## config.mk

```make
export PLATFORM = sky130hd
export DESIGN_NAME = midpoint_line_rasterizer_unit
export DESIGN_NICKNAME = d
export VERILOG_FILES = /design/src/rtl/core/mlr_pkg.sv /design/src/rtl/core/midpoint_line_rasterizer_unit.sv /design/src/rtl/core/mlr_front.sv /design/src/rtl/core/mlr_back.sv
export SDC_FILE = /design/constraint.sdc
export NUM_CORES = 1
export LEC_CHECK = 0
export BUFFER_PORTS_ARGS = -buffer_cell sky130_fd_sc_hd__buf_4
export CORE_MARGIN = 8
export CORE_UTILIZATION = 50
export DETAILED_ROUTE_END_ITERATION = 6
export GPL_TIMING_DRIVEN = 0
export PLACE_DENSITY = 0.73
export SYNTH_ARGS = -nofsm -noshare
export SYNTH_HDL_FRONTEND = slang
export SYNTH_SLANG_ARGS = --single-unit
```

## constraint.sdc

```tcl
create_clock -name aclk -period 19.6 [get_ports aclk]
set_input_delay 0.98 -clock aclk [delete_from_list [all_inputs] [get_ports aclk]]
set_output_delay 0.98 -clock aclk [all_outputs]
set_load 0.02 [all_outputs]
```

## src/rtl/core/mlr_pkg.sv

```systemverilog
`timescale 1ns / 1ps

package mlr_pkg;

    // Default coordinate width and fixed color width
    localparam int COORD_BITS_DEF = 10;
    localparam int COLOR_BITS     = 32;

    // Color after reset: opaque-less white (R, G, B = 0xFF, A = 0x00)
    localparam logic [COLOR_BITS-1:0] COLOR_RESET = 32'hFFFF_FF00;

    // Command codes carried in func
    localparam logic FUNC_START   = 1'b0;
    localparam logic FUNC_ADVANCE = 1'b1;

    // Classification flags handed from the front to the back with each item
    typedef struct packed {
        logic is_start;
        logic steep;
        logic y_down;
    } cmd_flags_t;

endpackage

```

## src/rtl/core/midpoint_line_rasterizer_unit.sv

```systemverilog
`timescale 1ns / 1ps

// Channel   | Ports                                        | Direction
// ----------+----------------------------------------------+----------
// command   | s_valid s_ready s_func s_start_x/y s_end_x/y | in
// pixel     | m_valid m_ready m_pixel_x/y m_pixel_rgba     | out
//           | m_last                                       |
// color cfg | cfg_valid cfg_ready cfg_data                 | in
//
// One command per clock while the queue is not full; a pixel passes from the queue
// write through the stepper into the output register. The stepper's single
// add-and-compare per pixel sets the one-pixel-per-clock rate while the output is not stalled.
// Reset (aresetn low, synchronous) empties the queue, drops any active line
// and restores the color to 0xFFFFFF00.
// A stalled pixel output holds the stepper; the two-entry queue keeps
// taking commands until it is full.

module midpoint_line_rasterizer_unit #(
    parameter int COORD_BITS = mlr_pkg::COORD_BITS_DEF
) (
    input  logic                           aclk,
    input  logic                           aresetn,
    input  logic                           s_valid,
    output logic                           s_ready,
    input  logic                           s_func,
    input  logic [COORD_BITS-1:0]          s_start_x,
    input  logic [COORD_BITS-1:0]          s_start_y,
    input  logic [COORD_BITS-1:0]          s_end_x,
    input  logic [COORD_BITS-1:0]          s_end_y,
    output logic                           m_valid,
    input  logic                           m_ready,
    output logic [COORD_BITS-1:0]          m_pixel_x,
    output logic [COORD_BITS-1:0]          m_pixel_y,
    output logic [mlr_pkg::COLOR_BITS-1:0] m_pixel_rgba,
    output logic                           m_last,
    input  logic                           cfg_valid,
    output logic                           cfg_ready,
    input  logic [mlr_pkg::COLOR_BITS-1:0] cfg_data
);

    logic                           q_valid;
    logic                           q_ready;
    mlr_pkg::cmd_flags_t            q_flags;
    logic [COORD_BITS-1:0]          q_x;
    logic [COORD_BITS-1:0]          q_y;
    logic signed [COORD_BITS+2:0]   q_decision;
    logic signed [COORD_BITS+2:0]   q_inc_straight;
    logic signed [COORD_BITS+2:0]   q_inc_diagonal;
    logic [COORD_BITS:0]            q_steps;
    logic [mlr_pkg::COLOR_BITS-1:0] color_reg, color_next;
    logic                           line_busy;

    // Color register
    assign cfg_ready  = 1'b1;
    assign color_next = (cfg_valid && cfg_ready) ? cfg_data : color_reg;

    always_ff @(posedge aclk) begin
        if (!aresetn) begin
            color_reg <= mlr_pkg::COLOR_RESET;
        end else begin
            color_reg <= color_next;
        end
    end

    mlr_front #(
        .COORD_BITS (COORD_BITS)
    ) u_front (
        .aclk           (aclk),
        .aresetn        (aresetn),
        .s_valid        (s_valid),
        .s_ready        (s_ready),
        .s_func         (s_func),
        .s_start_x      (s_start_x),
        .s_start_y      (s_start_y),
        .s_end_x        (s_end_x),
        .s_end_y        (s_end_y),
        .q_valid        (q_valid),
        .q_ready        (q_ready),
        .q_flags        (q_flags),
        .q_x            (q_x),
        .q_y            (q_y),
        .q_decision     (q_decision),
        .q_inc_straight (q_inc_straight),
        .q_inc_diagonal (q_inc_diagonal),
        .q_steps        (q_steps)
    );

    mlr_back #(
        .COORD_BITS (COORD_BITS)
    ) u_back (
        .aclk           (aclk),
        .aresetn        (aresetn),
        .q_valid        (q_valid),
        .q_ready        (q_ready),
        .q_flags        (q_flags),
        .q_x            (q_x),
        .q_y            (q_y),
        .q_decision     (q_decision),
        .q_inc_straight (q_inc_straight),
        .q_inc_diagonal (q_inc_diagonal),
        .q_steps        (q_steps),
        .color          (color_reg),
        .m_valid        (m_valid),
        .m_ready        (m_ready),
        .m_pixel_x      (m_pixel_x),
        .m_pixel_y      (m_pixel_y),
        .m_pixel_rgba   (m_pixel_rgba),
        .m_last         (m_last),
        .line_busy      (line_busy)
    );

    // A waiting pixel marks last exactly when its line has nothing left
    a_last_matches_busy: assert property (@(posedge aclk) disable iff (!aresetn)
        m_valid |-> (line_busy == !m_last))
        else $error("last flag disagrees with line state");

    // With no queued command, a drained output stays empty
    a_no_phantom_pixel: assert property (@(posedge aclk) disable iff (!aresetn)
        (!q_valid && (!m_valid || m_ready)) |=> !m_valid)
        else $error("pixel emitted without a command");

    // An idle stepper given an advance emits nothing and stays idle
    a_idle_advance: assert property (@(posedge aclk) disable iff (!aresetn)
        (q_valid && q_ready && !q_flags.is_start && !line_busy) |=> (!m_valid && !line_busy))
        else $error("advance while idle changed state");

endmodule

```

## src/rtl/core/mlr_front.sv

```systemverilog
`timescale 1ns / 1ps

module mlr_front #(
    parameter int COORD_BITS = mlr_pkg::COORD_BITS_DEF
) (
    input  logic                      aclk,
    input  logic                      aresetn,
    // Command input
    input  logic                      s_valid,
    output logic                      s_ready,
    input  logic                      s_func,
    input  logic [COORD_BITS-1:0]     s_start_x,
    input  logic [COORD_BITS-1:0]     s_start_y,
    input  logic [COORD_BITS-1:0]     s_end_x,
    input  logic [COORD_BITS-1:0]     s_end_y,
    // Classified command queue toward the stepper
    output logic                      q_valid,
    input  logic                      q_ready,
    output mlr_pkg::cmd_flags_t       q_flags,
    output logic [COORD_BITS-1:0]     q_x,
    output logic [COORD_BITS-1:0]     q_y,
    output logic signed [COORD_BITS+2:0] q_decision,
    output logic signed [COORD_BITS+2:0] q_inc_straight,
    output logic signed [COORD_BITS+2:0] q_inc_diagonal,
    output logic [COORD_BITS:0]       q_steps
);

    localparam int DW     = COORD_BITS + 3;
    localparam int SW     = COORD_BITS + 1;
    localparam int QDEPTH = 2;
    localparam int CNTW   = $clog2(QDEPTH + 1);

    // Decode results
    mlr_pkg::cmd_flags_t    dec_flags;
    logic [COORD_BITS-1:0]  dec_x;
    logic [COORD_BITS-1:0]  dec_y;
    logic [COORD_BITS-1:0]  end_xo;
    logic [COORD_BITS-1:0]  end_yo;
    logic [COORD_BITS-1:0]  dx;
    logic [COORD_BITS-1:0]  dy;
    logic [COORD_BITS-1:0]  major;
    logic [COORD_BITS-1:0]  minor;
    logic signed [DW-1:0]   dec_decision;
    logic signed [DW-1:0]   dec_inc_s;
    logic signed [DW-1:0]   dec_inc_d;
    logic [SW-1:0]          dec_steps;

    // Queue storage and pointers
    mlr_pkg::cmd_flags_t    flags_mem [QDEPTH];
    logic [COORD_BITS-1:0]  x_mem     [QDEPTH];
    logic [COORD_BITS-1:0]  y_mem     [QDEPTH];
    logic signed [DW-1:0]   dec_mem   [QDEPTH];
    logic signed [DW-1:0]   incs_mem  [QDEPTH];
    logic signed [DW-1:0]   incd_mem  [QDEPTH];
    logic [SW-1:0]          steps_mem [QDEPTH];

    logic                   wr_ptr_reg, wr_ptr_next;
    logic                   rd_ptr_reg, rd_ptr_next;
    logic [CNTW-1:0]        count_reg,  count_next;
    logic                   push;
    logic                   pop;

    // Order endpoints left to right, pick major axis and y direction
    always_comb begin
        if (s_end_x > s_start_x) begin
            dec_x  = s_start_x;
            dec_y  = s_start_y;
            end_xo = s_end_x;
            end_yo = s_end_y;
        end else begin
            dec_x  = s_end_x;
            dec_y  = s_end_y;
            end_xo = s_start_x;
            end_yo = s_start_y;
        end
        dx                 = end_xo - dec_x;
        dec_flags.y_down   = end_yo < dec_y;
        dy                 = dec_flags.y_down ? (dec_y - end_yo) : (end_yo - dec_y);
        dec_flags.steep    = dy > dx;
        dec_flags.is_start = (s_func == mlr_pkg::FUNC_START);
        major              = dec_flags.steep ? dy : dx;
        minor              = dec_flags.steep ? dx : dy;
        dec_inc_s          = $signed({2'b00, minor, 1'b0});
        dec_decision       = dec_inc_s - $signed({3'b000, major});
        dec_inc_d          = dec_inc_s - $signed({2'b00, major, 1'b0});
        dec_steps          = {1'b0, major};
    end

    // Queue control
    assign s_ready = (count_reg != CNTW'(QDEPTH));
    assign q_valid = (count_reg != '0);
    assign push    = s_valid && s_ready;
    assign pop     = q_valid && q_ready;

    always_comb begin
        wr_ptr_next = push ? ~wr_ptr_reg : wr_ptr_reg;
        rd_ptr_next = pop  ? ~rd_ptr_reg : rd_ptr_reg;
        count_next  = count_reg;
        if (push && !pop) begin
            count_next = count_reg + CNTW'(1);
        end else if (pop && !push) begin
            count_next = count_reg - CNTW'(1);
        end
    end

    always_ff @(posedge aclk) begin
        if (!aresetn) begin
            wr_ptr_reg <= 1'b0;
            rd_ptr_reg <= 1'b0;
            count_reg  <= '0;
        end else begin
            wr_ptr_reg <= wr_ptr_next;
            rd_ptr_reg <= rd_ptr_next;
            count_reg  <= count_next;
        end
    end

    // Queue payload, no reset needed
    always_ff @(posedge aclk) begin
        if (push) begin
            flags_mem[wr_ptr_reg] <= dec_flags;
            x_mem[wr_ptr_reg]     <= dec_x;
            y_mem[wr_ptr_reg]     <= dec_y;
            dec_mem[wr_ptr_reg]   <= dec_decision;
            incs_mem[wr_ptr_reg]  <= dec_inc_s;
            incd_mem[wr_ptr_reg]  <= dec_inc_d;
            steps_mem[wr_ptr_reg] <= dec_steps;
        end
    end

    assign q_flags        = flags_mem[rd_ptr_reg];
    assign q_x            = x_mem[rd_ptr_reg];
    assign q_y            = y_mem[rd_ptr_reg];
    assign q_decision     = dec_mem[rd_ptr_reg];
    assign q_inc_straight = incs_mem[rd_ptr_reg];
    assign q_inc_diagonal = incd_mem[rd_ptr_reg];
    assign q_steps        = steps_mem[rd_ptr_reg];

endmodule

```

## src/rtl/core/mlr_back.sv

```systemverilog
`timescale 1ns / 1ps

module mlr_back #(
    parameter int COORD_BITS = mlr_pkg::COORD_BITS_DEF
) (
    input  logic                          aclk,
    input  logic                          aresetn,
    // Classified commands from the queue
    input  logic                          q_valid,
    output logic                          q_ready,
    input  mlr_pkg::cmd_flags_t           q_flags,
    input  logic [COORD_BITS-1:0]         q_x,
    input  logic [COORD_BITS-1:0]         q_y,
    input  logic signed [COORD_BITS+2:0]  q_decision,
    input  logic signed [COORD_BITS+2:0]  q_inc_straight,
    input  logic signed [COORD_BITS+2:0]  q_inc_diagonal,
    input  logic [COORD_BITS:0]           q_steps,
    // Current pixel color
    input  logic [mlr_pkg::COLOR_BITS-1:0] color,
    // Pixel output
    output logic                          m_valid,
    input  logic                          m_ready,
    output logic [COORD_BITS-1:0]         m_pixel_x,
    output logic [COORD_BITS-1:0]         m_pixel_y,
    output logic [mlr_pkg::COLOR_BITS-1:0] m_pixel_rgba,
    output logic                          m_last,
    // Line still has pixels to emit
    output logic                          line_busy
);

    localparam int DW = COORD_BITS + 3;
    localparam int SW = COORD_BITS + 1;

    // Line state
    logic [COORD_BITS-1:0]  cur_x_reg,     cur_x_next;
    logic [COORD_BITS-1:0]  cur_y_reg,     cur_y_next;
    logic [SW-1:0]          steps_reg,     steps_next;
    logic signed [DW-1:0]   decision_reg,  decision_next;
    logic signed [DW-1:0]   inc_s_reg,     inc_s_next;
    logic signed [DW-1:0]   inc_d_reg,     inc_d_next;
    logic                   steep_reg,     steep_next;
    logic                   y_down_reg,    y_down_next;
    logic                   busy_reg,      busy_next;

    // Output register
    logic                   m_valid_reg,   m_valid_next;
    logic [COORD_BITS-1:0]  m_x_reg;
    logic [COORD_BITS-1:0]  m_y_reg;
    logic [mlr_pkg::COLOR_BITS-1:0] m_rgba_reg;
    logic                   m_last_reg;

    logic                   take;
    logic                   emit;
    logic                   diag;

    // Output slot free or draining this cycle
    assign take    = !m_valid_reg || m_ready;
    assign q_ready = take;
    assign diag    = (decision_reg > DW'(0));

    always_comb begin
        cur_x_next    = cur_x_reg;
        cur_y_next    = cur_y_reg;
        steps_next    = steps_reg;
        decision_next = decision_reg;
        inc_s_next    = inc_s_reg;
        inc_d_next    = inc_d_reg;
        steep_next    = steep_reg;
        y_down_next   = y_down_reg;
        busy_next     = busy_reg;
        emit          = 1'b0;
        if (q_valid && take) begin
            if (q_flags.is_start) begin
                // Load a new line and show its first pixel
                cur_x_next    = q_x;
                cur_y_next    = q_y;
                steps_next    = q_steps;
                decision_next = q_decision;
                inc_s_next    = q_inc_straight;
                inc_d_next    = q_inc_diagonal;
                steep_next    = q_flags.steep;
                y_down_next   = q_flags.y_down;
                busy_next     = (q_steps != '0);
                emit          = 1'b1;
            end else if (busy_reg) begin
                // One midpoint step along the major axis
                if (steep_reg || diag) begin
                    cur_y_next = y_down_reg ? (cur_y_reg - COORD_BITS'(1))
                                            : (cur_y_reg + COORD_BITS'(1));
                end
                if (!steep_reg || diag) begin
                    cur_x_next = cur_x_reg + COORD_BITS'(1);
                end
                decision_next = decision_reg + (diag ? inc_d_reg : inc_s_reg);
                steps_next    = steps_reg - SW'(1);
                busy_next     = (steps_reg != SW'(1));
                emit          = 1'b1;
            end
        end
        m_valid_next = take ? emit : m_valid_reg;
    end

    always_ff @(posedge aclk) begin
        if (!aresetn) begin
            cur_x_reg    <= '0;
            cur_y_reg    <= '0;
            steps_reg    <= '0;
            decision_reg <= '0;
            inc_s_reg    <= '0;
            inc_d_reg    <= '0;
            steep_reg    <= 1'b0;
            y_down_reg   <= 1'b0;
            busy_reg     <= 1'b0;
            m_valid_reg  <= 1'b0;
        end else begin
            cur_x_reg    <= cur_x_next;
            cur_y_reg    <= cur_y_next;
            steps_reg    <= steps_next;
            decision_reg <= decision_next;
            inc_s_reg    <= inc_s_next;
            inc_d_reg    <= inc_d_next;
            steep_reg    <= steep_next;
            y_down_reg   <= y_down_next;
            busy_reg     <= busy_next;
            m_valid_reg  <= m_valid_next;
        end
    end

    // Pixel payload
    always_ff @(posedge aclk) begin
        if (emit) begin
            m_x_reg    <= cur_x_next;
            m_y_reg    <= cur_y_next;
            m_rgba_reg <= color;
            m_last_reg <= (steps_next == '0);
        end
    end

    assign m_valid      = m_valid_reg;
    assign m_pixel_x    = m_x_reg;
    assign m_pixel_y    = m_y_reg;
    assign m_pixel_rgba = m_rgba_reg;
    assign m_last       = m_last_reg;
    assign line_busy    = busy_reg;

endmodule
```

==> reports/results.txt <==
The count of buffers added on input and output ports is 128. The critical path runs through a total of 41 cells. Synthesis inferred 289 register bits. Buffer cell driving the clock tree root: clkbuf_16. Leaving out fill and tap cells, the most frequent cells in the layout are 183 x edfxtp_1, 144 x nand2_1, 130 x buf_4.

Setup repair after global routing left no endpoint under its margin. Kind of capture point of the worst setup path: a flip-flop. Of all flip-flops after synthesis, the portion carrying an async set or reset was 0%. The leakage dissipation was 7.04 nW. The ratio of cells with drive above 1 in the final layout was 14.2%. The path class of the tightest hold or removal check is reg2reg. Grouping stages by cell kind, the critical path spends the most delay in compound AO/OA/AOI/OAI gates. The share of the synthesized area in the top cell type is 35.0%, and the setup skew after layout is 16.6 ps.

The die is 193 µm wide. The most common cell after layout, fill and taps aside was edfxtp_1. Max-cap violations in this run came to 0.

The final worst setup slack came out at 9000 ps. The destination of the worst register-to-register timing path is u_back.decision_reg[12]. Counting I/O delays and the setup requirement, the final critical path takes 10600 ps.

The post-CTS clock slew at the launch and capture registers of the worst setup and hold paths is 70 ps. For this run, design rule violations remaining after detail routing come to 0. The tools report the power after layout as 3.18 mW. The tools report the data arrival at the endpoint of the critical path as 10850 ps. Timing analysis after detailed placement gives a worst setup slack of 8760 ps. Counting both buffers and inverters, the worst setup path holds a total of 12. The flow ran to the end, and the final reports show no timing, DRC or antenna violations. The synthesized netlist occupies a cell area of 15700 µm². The beginning of the worst register-to-register path is u_back.decision_reg[3]. The via count of the first global-routing pass was 12000. Counting distinct cell types in the post-synthesis netlist gives 88.

Setup violations remaining at the end of the flow were counted as 0. The setup check on the worst reg-to-reg path leaves a slack of 15180 ps. The number of clock buffers added by TritonCTS is 27. The worst vdd rail ir drop came out at 0.0854 mV. STA classifies the critical path startpoint as a primary input. The run gives 65 as the floorplan row count.

In this run the power density over the cells is 176 nW/µm². The placeable core area was 31200 µm²; the number of iterations in the first detailed-routing pass was 5. For the weighted congestion at the end of routability-driven global placement, the log shows 0.958. The highest clock frequency the design can meet is 94.4 MHz, and the top-level I/O count is 134. The tools report the antenna diode instance count as 0.

The run gives 289 as the number of sinks on the clock net. The register area share after synthesis was 48.5%; the total grt overflow was 0. The insertion delay to the later sink of the worst-skew pair was 540 ps. The largest total area in the synthesized netlist belongs to edfxtp_1. The length in cells of the worst reg-to-reg path came out at 18. The mean instance size in the synthesized netlist came out at 10.1 µm².

The tools report the final count of pins violating max slew as 0. The count of mapped cells out of synthesis was 1559. Tracing the worst setup path back leads to its startpoint at s_start_x[2].

Using the TritonRoute via totals, the vias-per-cell ratio works out to 5.80. The overall routing resource usage was 21.3%. The number of setup buffers added after CTS is 0. The tools report the number of DRC markers in iteration 0 as 1033.

The logs give 31100 µm for the HPWL after detailed placement and 0 for the post-cts gate resize count. The end point of the critical path is u_front.dec_mem[0][10]. The run gives 0 as the total count of hold-check failures in the final report.

In this run the tightest slew margin relative to its limit is 37.3%. The net total in the final layout was 1854; the number of enable-type register cells in the synthesized netlist was 183. The worst path uses 54.1% of the clock period. For the worst setup path, the data required time is 19850 ps. During synthesis, Yosys emitted a total of 0 warnings.

In this design, the stage delay of the slowest critical-path cell is 510 ps. The count of filler cells inserted in the layout is 2691. The critical-path maximum fanout came out at 11. The floorplan step set the die height to 193 µm. The H-tree depth came out at 1.

The pin slew with the least headroom to its limit works out to 941 ps. TritonCTS built the clock tree. The initial antenna violation count is 0. The post-detailed-route wirelength per cell is 19.0 µm, and the maximum number of buffers from clock root to sink is 3. When the netlist entered floorplanning its net count stood at 1694.

The worst hold path cell count works out to 0. For this block, the routed nets add up to 40700 µm of wire. The kind of critical path is in2reg. For this block, the via count after detailed routing is 12400. Most used flip-flop cell after synthesis: edfxtp_1. By area the synthesized netlist is led by edfxtp_1 35%, dfxtp_1 14%, mux2i_1 5.8%, ha_1 4.4%, nand2_1 3.4%. The initial utilization of the core area, before any placement, comes to 50.3%.

Die area: 37300 µm². For the wire length of the first global-routing pass, the log shows 63600 µm. Summed over all failing endpoints, the final setup total negative slack is 0 ps.

The remaining antenna violation count is 0. Entering global routing, the biggest net connects 66 pins. Hold repair after CTS inserted 0 buffers. The area growth from synthesis to layout is 15.6%. The critical-path cell with the highest stage delay is clkbuf_1.
[through the flow]
step | cell area, µm² | util [%] | cells | hold slack [ps]
4_1_cts | 18100 | 58.1 | 2142 | 428
3_3_place_gp | 17200 | 54.9 | 2089 | 410
6_report | 18100 | 58.1 | 2142 | 425
2_1_floorplan | 15700 | - | 1559 | 408
5_1_grt | 18100 | 58.1 | 2142 | 435
3_5_place_dp | 17200 | 55.2 | 2092 | 413
[cell type report]
class | count | area (µm²) | share of cell area, %
flip-flops and latches | 289 | 7620 | 42.0
inverters | 77 | 289 | 1.59
multi-input cells | 1115 | 7480 | 41.2
clock inverters | 11 | 121 | 0.669
clock buffers | 39 | 782 | 4.31
well taps | 402 | 503 | 2.77
plain buffers | 78 | 327 | 1.80
repair buffers | 131 | 1020 | 5.63
[kinds of logic (layout without fill, tap and decap cells)]
kind of cell    Yosys count  count (layout)  share of synthesized area, %
simple gates            483             483                          14.8
compound gates          403             403                          17.4
flops                   289             289                          48.5
buf+inv                 155             336                          3.91
mux                     115             115                          7.53
fa+ha+maj                61              61                          4.89
xor+xnor                 52              52                          2.95
other cells               1               1                        0.0239
[metal layers]
metal  GRT usage (%)  part of all wire (%)  vias to the layer above
li1                -                     -                     6056
met1            28.0                    44                     5890
met2            36.6                    47                      417
met3            2.12                   5.6                       71
met4            7.16                   2.7                        0
met5               0                     0                        -
[synthesized netlist by cell type, types with 34 or more instances]
master,number
o21ai_0,82
inv_1,75
and2_1,38
edfxtp_1,183
a21oi_1,101
ha_1,55
clkbuf_1,51
nor2_1,124
xnor2_1,34
nand2_1,144
mux2i_1,91
dfxtp_1,106
[report_power, final]
group	switching [mW]	leakage, nW	internal [mW]
combinational	1.02	4.03	0.600
clock	0.220	0.444	0.306
sequential	0.0741	2.57	0.965
[how the worst min path moves through the flow]
stage,startpoint,end,slack [ps]
floorplan,color_reg[0],u_back.m_pixel_rgba[0],410
global placement,color_reg[28],u_back.m_pixel_rgba[28],410
detailed placement,color_reg[22],u_back.m_pixel_rgba[22],410
CTS,color_reg[22],u_back.m_pixel_rgba[22],430
global route,color_reg[17],u_back.m_pixel_rgba[17],440
finish,color_reg[22],u_back.m_pixel_rgba[22],430
Power figures use the tool's default switching activity.
